### src/sv/nfa_pkg.sv
// ----------------------------------------------------------------------------
// nfa_pkg
// Shared types, constants and helpers for the NFA word acceptor.
// ----------------------------------------------------------------------------
package nfa_pkg;

    localparam int MAX_STATES      = 16;
    localparam int MAX_TRANSITIONS = 64;
    localparam int SYMBOL_BITS     = 8;

    localparam int STATE_W = 4;
    localparam int NUM_W   = 5;
    localparam int SET_W   = 16;
    localparam int SYM_W   = 8;
    localparam int ADDR_W  = $clog2(MAX_TRANSITIONS);
    localparam int CNT_W   = $clog2(MAX_TRANSITIONS + 1);
    localparam int CFG_W   = 16;

    typedef enum logic [1:0] {
        OP_LOAD   = 2'd0,
        OP_BEGIN  = 2'd1,
        OP_SYMBOL = 2'd2,
        OP_CLEAR  = 2'd3
    } op_t;

    typedef enum logic [1:0] {
        STAT_OK      = 2'd0,
        STAT_RANGE   = 2'd1,
        STAT_FULL    = 2'd2,
        STAT_INVALID = 2'd3
    } status_t;

    typedef enum logic [1:0] {
        REG_NUM_STATES = 2'd0,
        REG_START      = 2'd1,
        REG_FINAL      = 2'd2
    } cfg_reg_t;

    typedef enum logic [1:0] {
        ST_IDLE,
        ST_MOVE,
        ST_CLOSE,
        ST_FINISH
    } st_t;

    typedef struct packed {
        logic [STATE_W-1:0]     src;
        logic [STATE_W-1:0]     dst;
        logic                   eps;
        logic [SYMBOL_BITS-1:0] label;
    } tt_entry_t;

    typedef struct packed {
        logic                   closing;
        logic                   symbol_op;
        logic [SYMBOL_BITS-1:0] sym;
        logic [NUM_W-1:0]       num_states;
    } eval_ctl_t;

    function automatic logic state_bad(input logic [STATE_W-1:0] s,
                                       input logic [NUM_W-1:0] n);
        return {1'b0, s} >= n;
    endfunction

    function automatic logic cfg_bad(input logic [NUM_W-1:0] n,
                                     input logic [STATE_W-1:0] start,
                                     input logic [SET_W-1:0] fmask);
        logic [SET_W-1:0] inuse;
        for (int i = 0; i < SET_W; i++)
        begin
            inuse[i] = NUM_W'(i) < n;
        end
        return (n == '0) || (n > NUM_W'(MAX_STATES)) || state_bad(start, n)
            || ((fmask & ~inuse) != '0);
    endfunction

endpackage

### src/sv/nfa_if.sv
// ----------------------------------------------------------------------------
// nfa_if
// Handshake channels of the NFA word acceptor: input words, results, config.
// ----------------------------------------------------------------------------
interface nfa_in_if;
    import nfa_pkg::*;
    logic               valid;
    logic               ready;
    logic [1:0]         op;
    logic [STATE_W-1:0] source_state;
    logic [STATE_W-1:0] target_state;
    logic               is_epsilon;
    logic [SYM_W-1:0]   symbol;

    modport source (output valid, op, source_state, target_state, is_epsilon, symbol,
                    input ready);
    modport sink   (input valid, op, source_state, target_state, is_epsilon, symbol,
                    output ready);
endinterface

interface nfa_out_if;
    import nfa_pkg::*;
    logic             valid;
    logic             ready;
    logic [1:0]       status;
    logic             accepted;
    logic [SET_W-1:0] active_set;
    logic             set_empty;

    modport source (output valid, status, accepted, active_set, set_empty,
                    input ready);
    modport sink   (input valid, status, accepted, active_set, set_empty,
                    output ready);
endinterface

interface nfa_cfg_if;
    import nfa_pkg::*;
    logic             valid;
    logic             ready;
    logic [1:0]       addr;
    logic [CFG_W-1:0] data;

    modport source (output valid, addr, data, input ready);
    modport sink   (input valid, addr, data, output ready);
endinterface

### src/sv/nfa_table.sv
// ----------------------------------------------------------------------------
// nfa_table
// Transition table memory: one write port, one registered read port.
// ----------------------------------------------------------------------------
module nfa_table
    import nfa_pkg::*;
(
    input  logic              clk,
    input  logic              we,
    input  logic [ADDR_W-1:0] waddr,
    input  tt_entry_t         wdata,
    input  logic [ADDR_W-1:0] raddr,
    output tt_entry_t         rdata
);

    tt_entry_t mem [MAX_TRANSITIONS];
    tt_entry_t rdata_reg;

    always_ff @(posedge clk)
    begin
        if (we)
        begin
            mem[waddr] <= wdata;
        end
        rdata_reg <= mem[raddr];
    end

    assign rdata = rdata_reg;

endmodule

### src/sv/nfa_eval.sv
// ----------------------------------------------------------------------------
// nfa_eval
// Shared per-transition unit: labelled move or epsilon step, range check.
// ----------------------------------------------------------------------------
module nfa_eval
    import nfa_pkg::*;
(
    input  eval_ctl_t        ctl,
    input  tt_entry_t        entry,
    input  logic [SET_W-1:0] src_set,
    input  logic [SET_W-1:0] acc_set,
    output logic [SET_W-1:0] acc_out,
    output logic             grew,
    output logic             bad
);

    logic             hit;
    logic [SET_W-1:0] dst_bit;

    always_comb
    begin
        dst_bit = SET_W'(1) << entry.dst;
        if (ctl.closing)
        begin
            hit = entry.eps && src_set[entry.src];
        end
        else
        begin
            hit = ctl.symbol_op && !entry.eps && (entry.label == ctl.sym)
                && src_set[entry.src];
        end
        acc_out = hit ? (acc_set | dst_bit) : acc_set;
        grew    = hit && !acc_set[entry.dst];
        bad     = state_bad(entry.src, ctl.num_states)
               || state_bad(entry.dst, ctl.num_states);
    end

endmodule

### src/sv/nfa_word_acceptor.sv
// ----------------------------------------------------------------------------
// nfa_word_acceptor
// NFA simulation over a byte stream with epsilon closure on a stored table.
// ----------------------------------------------------------------------------
// Load and clear words go from accept straight to the result stage.
// Begin and symbol words: a move pass over the stored transitions, then P epsilon
// passes (one more than the passes that grow the set, at most 16), each read via
// the single table read port and the shared unit; bad automata skip the closure.
// One word in flight at a time; the result register frees the input side.
// Reset clears control, counters, the current set and configuration; table is unwritten.
module nfa_word_acceptor
    import nfa_pkg::*;
(
    input  logic clk,
    input  logic rst_n,
    nfa_in_if.sink    items,
    nfa_out_if.source results,
    nfa_cfg_if.sink   cfg
);

    st_t                    state_reg, state_next;
    logic [NUM_W-1:0]       num_states_reg;
    logic [STATE_W-1:0]     start_reg;
    logic [SET_W-1:0]       final_reg;
    logic [CNT_W-1:0]       count_reg, count_next;
    logic [CNT_W-1:0]       idx_reg, idx_next;
    logic                   rd_vld_reg, rd_vld_next;
    logic                   sym_op_reg, sym_op_next;
    logic [SYMBOL_BITS-1:0] sym_reg, sym_next;
    logic [SET_W-1:0]       cur_reg, cur_next;
    logic [SET_W-1:0]       work_reg, work_next;
    logic                   changed_reg, changed_next;
    logic                   bad_reg, bad_next;
    status_t                status_reg, status_next;
    logic                   out_vld_reg, out_vld_next;
    status_t                out_status_reg, out_status_next;
    logic [SET_W-1:0]       out_set_reg, out_set_next;
    logic                   out_acc_reg, out_acc_next;

    logic       in_fire;
    logic       out_free;
    logic       pass_done;
    op_t        op_in;
    logic       we;
    tt_entry_t  wdata;
    tt_entry_t  rdata;
    eval_ctl_t  ctl;
    logic [SET_W-1:0] ev_src, ev_acc, ev_out;
    logic       ev_grew, ev_bad;

    assign op_in     = op_t'(items.op);
    assign in_fire   = items.valid && items.ready;
    assign out_free  = !out_vld_reg || results.ready;
    assign pass_done = (idx_reg >= count_reg) && !rd_vld_reg;

    assign wdata.src   = items.source_state;
    assign wdata.dst   = items.target_state;
    assign wdata.eps   = items.is_epsilon;
    assign wdata.label = items.symbol[SYMBOL_BITS-1:0];

    nfa_table u_table (
        .clk   (clk),
        .we    (we),
        .waddr (count_reg[ADDR_W-1:0]),
        .wdata (wdata),
        .raddr (idx_reg[ADDR_W-1:0]),
        .rdata (rdata)
    );

    assign ctl.closing    = (state_reg == ST_CLOSE);
    assign ctl.symbol_op  = sym_op_reg;
    assign ctl.sym        = sym_reg;
    assign ctl.num_states = num_states_reg;
    assign ev_src = (state_reg == ST_CLOSE) ? work_reg : cur_reg;
    assign ev_acc = work_reg;

    nfa_eval u_eval (
        .ctl     (ctl),
        .entry   (rdata),
        .src_set (ev_src),
        .acc_set (ev_acc),
        .acc_out (ev_out),
        .grew    (ev_grew),
        .bad     (ev_bad)
    );

    always_comb
    begin
        state_next = state_reg;
        unique case (state_reg)
            ST_IDLE:
            begin
                if (in_fire)
                begin
                    if (op_in == OP_BEGIN || op_in == OP_SYMBOL)
                        state_next = ST_MOVE;
                    else
                        state_next = ST_FINISH;
                end
            end
            ST_MOVE:
            begin
                if (pass_done)
                    state_next = (bad_reg ? ST_FINISH : ST_CLOSE);
            end
            ST_CLOSE:
            begin
                if (pass_done && !changed_reg)
                    state_next = ST_FINISH;
            end
            ST_FINISH:
            begin
                if (out_free)
                    state_next = ST_IDLE;
            end
            default: state_next = ST_IDLE;
        endcase
    end

    always_comb
    begin
        count_next      = count_reg;
        idx_next        = idx_reg;
        rd_vld_next     = 1'b0;
        sym_op_next     = sym_op_reg;
        sym_next        = sym_reg;
        cur_next        = cur_reg;
        work_next       = work_reg;
        changed_next    = changed_reg;
        bad_next        = bad_reg;
        status_next     = status_reg;
        out_vld_next    = out_vld_reg && !results.ready;
        out_status_next = out_status_reg;
        out_set_next    = out_set_reg;
        out_acc_next    = out_acc_reg;
        we              = 1'b0;

        unique case (state_reg)
            ST_IDLE:
            begin
                if (in_fire)
                begin
                    status_next = STAT_OK;
                    idx_next    = '0;
                    sym_op_next = (op_in == OP_SYMBOL);
                    sym_next    = items.symbol[SYMBOL_BITS-1:0];
                    bad_next    = cfg_bad(num_states_reg, start_reg, final_reg);
                    work_next   = (op_in == OP_BEGIN) ? (SET_W'(1) << start_reg) : '0;
                    unique case (op_in)
                        OP_LOAD:
                        begin
                            if (state_bad(items.source_state, num_states_reg)
                                || state_bad(items.target_state, num_states_reg))
                                status_next = STAT_RANGE;
                            else if (count_reg >= CNT_W'(MAX_TRANSITIONS))
                                status_next = STAT_FULL;
                            else
                            begin
                                we         = 1'b1;
                                count_next = count_reg + CNT_W'(1);
                            end
                        end
                        OP_CLEAR: count_next = '0;
                        OP_BEGIN, OP_SYMBOL: ;
                        default: ;
                    endcase
                end
            end
            ST_MOVE, ST_CLOSE:
            begin
                if (idx_reg < count_reg)
                begin
                    idx_next    = idx_reg + CNT_W'(1);
                    rd_vld_next = 1'b1;
                end
                if (rd_vld_reg)
                begin
                    work_next = ev_out;
                    if (state_reg == ST_MOVE)
                        bad_next = bad_reg || ev_bad;
                    else
                        changed_next = changed_reg || ev_grew;
                end
                if (pass_done)
                begin
                    idx_next     = '0;
                    changed_next = 1'b0;
                    if (state_reg == ST_MOVE && bad_reg)
                    begin
                        status_next = STAT_INVALID;
                        cur_next    = '0;
                    end
                    else if (state_reg == ST_CLOSE && !changed_reg)
                        cur_next = work_reg;
                end
            end
            ST_FINISH:
            begin
                if (out_free)
                begin
                    out_vld_next    = 1'b1;
                    out_status_next = status_reg;
                    out_set_next    = cur_reg;
                    out_acc_next    = (cur_reg & final_reg) != '0;
                end
            end
            default: ;
        endcase
    end

    always_ff @(posedge clk or negedge rst_n)
    begin
        if (!rst_n)
        begin
            state_reg      <= ST_IDLE;
            num_states_reg <= '0;
            start_reg      <= '0;
            final_reg      <= '0;
            count_reg      <= '0;
            idx_reg        <= '0;
            rd_vld_reg     <= 1'b0;
            cur_reg        <= '0;
            changed_reg    <= 1'b0;
            bad_reg        <= 1'b0;
            out_vld_reg    <= 1'b0;
        end
        else
        begin
            state_reg   <= state_next;
            count_reg   <= count_next;
            idx_reg     <= idx_next;
            rd_vld_reg  <= rd_vld_next;
            cur_reg     <= cur_next;
            changed_reg <= changed_next;
            bad_reg     <= bad_next;
            out_vld_reg <= out_vld_next;
            if (cfg.valid && cfg.ready)
            begin
                unique case (cfg.addr)
                    REG_NUM_STATES: num_states_reg <= cfg.data[NUM_W-1:0];
                    REG_START:      start_reg      <= cfg.data[STATE_W-1:0];
                    REG_FINAL:      final_reg      <= cfg.data[SET_W-1:0];
                    default: ;
                endcase
            end
        end
    end

    always_ff @(posedge clk)
    begin
        sym_op_reg     <= sym_op_next;
        sym_reg        <= sym_next;
        work_reg       <= work_next;
        status_reg     <= status_next;
        out_status_reg <= out_status_next;
        out_set_reg    <= out_set_next;
        out_acc_reg    <= out_acc_next;
    end

    assign items.ready        = (state_reg == ST_IDLE);
    assign cfg.ready          = 1'b1;
    assign results.valid      = out_vld_reg;
    assign results.status     = out_status_reg;
    assign results.active_set = out_set_reg;
    assign results.accepted   = out_acc_reg;
    assign results.set_empty  = (out_set_reg == '0);

`ifndef SYNTH
    a_count_bound: assert property (@(posedge clk) disable iff (!rst_n)
        count_reg <= CNT_W'(MAX_TRANSITIONS))
        else $error("transition count beyond table depth");

    a_read_issued: assert property (@(posedge clk) disable iff (!rst_n)
        rd_vld_reg |-> (idx_reg != '0) && (state_reg == ST_MOVE || state_reg == ST_CLOSE))
        else $error("table data valid without an issued read");

    a_finish_out: assert property (@(posedge clk) disable iff (!rst_n)
        (state_reg == ST_FINISH && out_free) |=> results.valid && state_reg == ST_IDLE)
        else $error("finished word not moved to result register");

    a_invalid_empty: assert property (@(posedge clk) disable iff (!rst_n)
        (results.valid && results.status == STAT_INVALID) |-> results.set_empty)
        else $error("invalid automaton result with active states");
`endif

endmodule

### src/flat_wrapper.sv
// flat-port wrapper written by rule: the top's interface ports become plain ports
module nfa_word_acceptor_flat import nfa_pkg::*;
  (clk, rst_n, items_valid, items_op, items_source_state, items_target_state, items_is_epsilon, items_symbol, items_ready, results_valid, results_status, results_accepted, results_active_set, results_set_empty, results_ready, cfg_valid, cfg_addr, cfg_data, cfg_ready);
  nfa_in_if items_i ();
  nfa_out_if results_i ();
  nfa_cfg_if cfg_i ();
  input  logic clk;
  input  logic rst_n;
  input wire logic [$bits(items_i.valid)-1:0] items_valid;
  input wire logic [$bits(items_i.op)-1:0] items_op;
  input wire logic [$bits(items_i.source_state)-1:0] items_source_state;
  input wire logic [$bits(items_i.target_state)-1:0] items_target_state;
  input wire logic [$bits(items_i.is_epsilon)-1:0] items_is_epsilon;
  input wire logic [$bits(items_i.symbol)-1:0] items_symbol;
  output wire logic [$bits(items_i.ready)-1:0] items_ready;
  output wire logic [$bits(results_i.valid)-1:0] results_valid;
  output wire logic [$bits(results_i.status)-1:0] results_status;
  output wire logic [$bits(results_i.accepted)-1:0] results_accepted;
  output wire logic [$bits(results_i.active_set)-1:0] results_active_set;
  output wire logic [$bits(results_i.set_empty)-1:0] results_set_empty;
  input wire logic [$bits(results_i.ready)-1:0] results_ready;
  input wire logic [$bits(cfg_i.valid)-1:0] cfg_valid;
  input wire logic [$bits(cfg_i.addr)-1:0] cfg_addr;
  input wire logic [$bits(cfg_i.data)-1:0] cfg_data;
  output wire logic [$bits(cfg_i.ready)-1:0] cfg_ready;
  assign items_i.valid = items_valid;
  assign items_i.op = items_op;
  assign items_i.source_state = items_source_state;
  assign items_i.target_state = items_target_state;
  assign items_i.is_epsilon = items_is_epsilon;
  assign items_i.symbol = items_symbol;
  assign items_ready = items_i.ready;
  assign results_valid = results_i.valid;
  assign results_status = results_i.status;
  assign results_accepted = results_i.accepted;
  assign results_active_set = results_i.active_set;
  assign results_set_empty = results_i.set_empty;
  assign results_i.ready = results_ready;
  assign cfg_i.valid = cfg_valid;
  assign cfg_i.addr = cfg_addr;
  assign cfg_i.data = cfg_data;
  assign cfg_ready = cfg_i.ready;
  nfa_word_acceptor u_core (.clk(clk), .rst_n(rst_n), .items(items_i), .results(results_i), .cfg(cfg_i));
endmodule
### config.mk
export PLATFORM = sky130hd
export DESIGN_NAME = nfa_word_acceptor_flat
export DESIGN_NICKNAME = d
export VERILOG_FILES = /design/src/sv/nfa_pkg.sv /design/src/sv/nfa_if.sv /design/src/sv/nfa_table.sv /design/src/sv/nfa_eval.sv /design/src/sv/nfa_word_acceptor.sv /design/src/flat_wrapper.sv
export SDC_FILE = /design/constraint.sdc
export NUM_CORES = 1
export LEC_CHECK = 0
export ABC_AREA = 0
export BUFFER_PORTS_ARGS = -buffer_cell sky130_fd_sc_hd__buf_2
export CORE_ASPECT_RATIO = 1.1
export CORE_MARGIN = 5
export CORE_UTILIZATION = 25
export DETAILED_ROUTE_END_ITERATION = 10
export SETUP_SLACK_MARGIN = 0.1
export SYNTH_ARGS = -nofsm -noshare
export SYNTH_HDL_FRONTEND = slang
export SYNTH_HIERARCHICAL = 1
export SYNTH_SLANG_ARGS = --single-unit
export TNS_END_PERCENT = 10
### constraint.sdc
create_clock -name clk -period 3.6 [get_ports clk]
set_clock_uncertainty 0.1 [all_clocks]
set_input_delay 0.36 -clock clk [delete_from_list [all_inputs] [get_ports clk]]
set_output_delay 0.36 -clock clk [all_outputs]
set_load 0.01 [all_outputs]
==> impl_metrics.csv <==
group,metric,value,unit
outcome,status,"finished clean",
floorplanning,io-pin-count,65,
power_and_ir_drop,p_leak,18.4,nW
global_route,grt_max_degree,65,
sta,rsz0062_at_grt,"no",
min_path,min_path_type,"input pin to flop",
clocking,cts_max_level,3,
route,detail_route.first_pass.iterations,7,
clocking,clockRootBuffer,"clkbuf_16",
route,highest_layer,"met4",
floorplanning,dieHeight,472,um
clocking,cts.sinks,1212,
logic_synthesis,syn-mean-instance-area,19.3,sq um
global_route,grt-ovfl-total,0,
global_route,grt_pass1_vias,25266,
route,post-route-drc-count,0,
clocking,cts_buffers,121,
route,avgViaCountPerCell,4.64,
logic_synthesis,yosysWarnings,6,
global_route,antenna_found_initial,2,
route,via_count,25431,
sta,tns,0,ns
logic_synthesis,ys_ff_latch,1212,
sta,hold_violations,0,
route,dr_wl_met3,11200,um
floorplanning,die_w,430,um
placed_design,dp_cells,5232,
sta,period_minus_slack,3.36,ns
floorplanning,core-area,193000,sq um
global_route,grt_pass1_wl,182000,um
logic_synthesis,async_reset_ff_share,5.03,%
finish,final_cell_count_no_fill,5484,
sta,clock.fmax,0.297,GHz
route,drtIter0Drc,2829,
setup_path,worstSetupPathType,"flop to flop",
power_and_ir_drop,power,37.6,mW
clocking,clkSlewWorstSetupHoldPaths,0.06,ns
logic_synthesis,synth_edf_count,1134,
floorplanning,rows,169,
power_and_ir_drop,p_per_area,648,nW/um^2
floorplanning,die_area,203000,sq um
clocking,clkLatencyLatePin,0.75,ns
placed_design,gp_congestion,0.886,
route,wl_per_cell,23.2,um
setup_path,start_kind,"flop",
finish,final_nets,2898,
setup_path,cp.arrival,3.70,ns
logic_synthesis,synth_nets,2599,
finish,area_growth_syn_to_layout,19.6,%
logic_synthesis,dominantRegCellSynth,"edfxtp_1",
placed_design,hpwlAfterDp,82100,um
clocking,cts_tree,"built",
sta,worst_hold_slack,0.0745,ns
setup_path,cp-end-kind,"flop",
route,wl_met2,59800,um
sta,setup_viol,0,
clocking,cts_buffer_depth,3,
route,ant_nets,0,
sta,slew_headroom,15.9,%
logic_synthesis,synthesis.area,48500,sq um
run,max_cap_violations,0,
placed_design,port-buffer-count,63,
logic_synthesis,seq_area_frac_synth,74.0,%
power_and_ir_drop,irDropWorstVdd,408,uV
route,drt_wl_total,127000,um
sta,post-route-period-util,93.4,%
sta,layout_setup_ws,0.237,ns
finish,largest_register_ffs,1088,
finish,layout-drive-gt1-share,27.0,%
setup_path,path_max_fanout,8,
floorplanning,start_util,25.1,%
route,wl_met1,52000,um
logic_synthesis,synth_cell_types,72,
sta,tightest_slew,1.26,ns
sta,maxSlewViolCount,0,
logic_synthesis,syn_inst,2519,
placed_design,place_ws,0.210,ns
setup_path,cp.required,3.94,ns
global_route,grt_use_total,12.1,%
[worst paths after layout]
check                                                     start  slack (ns)  cells past startpoint                                endpoint
max                        u_core/num_states_reg[3]$_DFFE_PN0P_        0.24                     14      u_core/u_table/mem[2][7]$_DFFE_PP_
min                                                 cfg_addr[1]        0.07                      3    u_core/num_states_reg[3]$_DFFE_PN0P_
max reg2reg                u_core/num_states_reg[3]$_DFFE_PN0P_        0.24                     14      u_core/u_table/mem[2][7]$_DFFE_PP_
min reg2reg                       u_core/cur_reg[7]$_DFFE_PN0P_        0.40                      0  u_core/results.active_set[7]$_DFFE_PP_
max in group asynchronous                                 rst_n        2.34                      3    u_core/num_states_reg[3]$_DFFE_PN0P_
min in group asynchronous                                 rst_n        0.15                      2          u_core/results.valid$_DFF_PN0_
[timing repair]
item / CTS / global route
hold buffers: 25 / 0
hold endpoints to repair: 47 / 0
setup buffers: 0 / 2
gates resized for setup: 0 / 15
setup endpoints to repair: 0 / 662
[metal layers]
layer	global-route usage, %	up-vias
met5	0	-
met1	15.9	13314
met4	3.84	0
li1	-	10935
met3	3.53	161
met2	19.5	1021
[cells in the mapped netlist (22+ instances only)]
cell,instances,share of area (%)
nand3_1,27,0.28
a21oi_1,29,0.30
buf_2,35,0.36
edfxtp_1,1134,70
o21ai_0,40,0.41
clkbuf_1,53,0.41
mux2_2,34,0.79
a22oi_1,64,0.99
mux4_2,222,10
nor2_1,122,0.94
dfrtp_1,61,3.1
nor2b_1,37,0.48
a22o_1,22,0.40
nand2_1,83,0.64
ha_1,38,0.98
a211oi_1,24,0.37
inv_1,51,0.39
mux2i_1,147,3.0
a221oi_1,47,0.85
[cells by family after synthesis]
kind of cell,after synthesis,synth area share [%]
AND/OR/NAND/NOR,358,3.60
adder cells (fa/ha/maj),38,0.980
flip-flops,1212,74.0
buffers and inverters,185,2.10
AO/OA/AOI/OAI,309,4.85
other,1,0.00773
XOR/XNOR,10,0.180
multiplexers,406,14.3
[layout by cell type (no fill, tap or decap), types with 63 or more instances in the layout]
cell,n
a22oi_1,64
nor2_1,91
clkbuf_16,124
buf_12,70
buf_2,63
edfxtp_1,1134
mux4_2,222
nand2_1,83
buf_4,148
mux2i_1,147
[critical path, cell delays in order (launching register included)]
cell and delay, ns:
dfrtp_2 0.41, clkinvlp_4 0.28, ha_4 0.27, nor4_2 0.26, a22oi_1 0.12, o21bai_1 0.19, nand2_1 0.12, nor3_2 0.16
buf_4 0.16, nor2b_2 0.15, buf_4 0.13, nand2_1 0.13, buf_12 0.19, nor2_4 0.19, clkbuf_16 0.20
[metrics by stage]
stage	instance area [sq um]	utilization (%)
6_report	58100	30.1
2_1_floorplan	48500	-
3_3_place_gp	53800	27.9
3_5_place_dp	53800	27.9
5_1_grt	58000	30.1
4_1_cts	57900	30.0
[power by group]
part / leakage [nW] / switching (mW) / internal, mW / total, mW
clock network: 1.90 / 5.29 / 6.90 / 12.2
registers: 11.1 / 0.784 / 16.0 / 16.8
logic: 5.37 / 4.90 / 3.69 / 8.60
total: 18.4 / 11.0 / 26.6 / 37.6
[area by class of cell]
cell class	count	area, sq um
well taps	2565	3210
multi-input cells	1122	11700
flip-flops and latches	1212	35900
inverters	52	199
clock inverters	74	646
repair buffers	309	3130
diodes	3	7.51
clock buffers	147	3210
fillers	18632	135000
(Power assumes the default switching activity.)
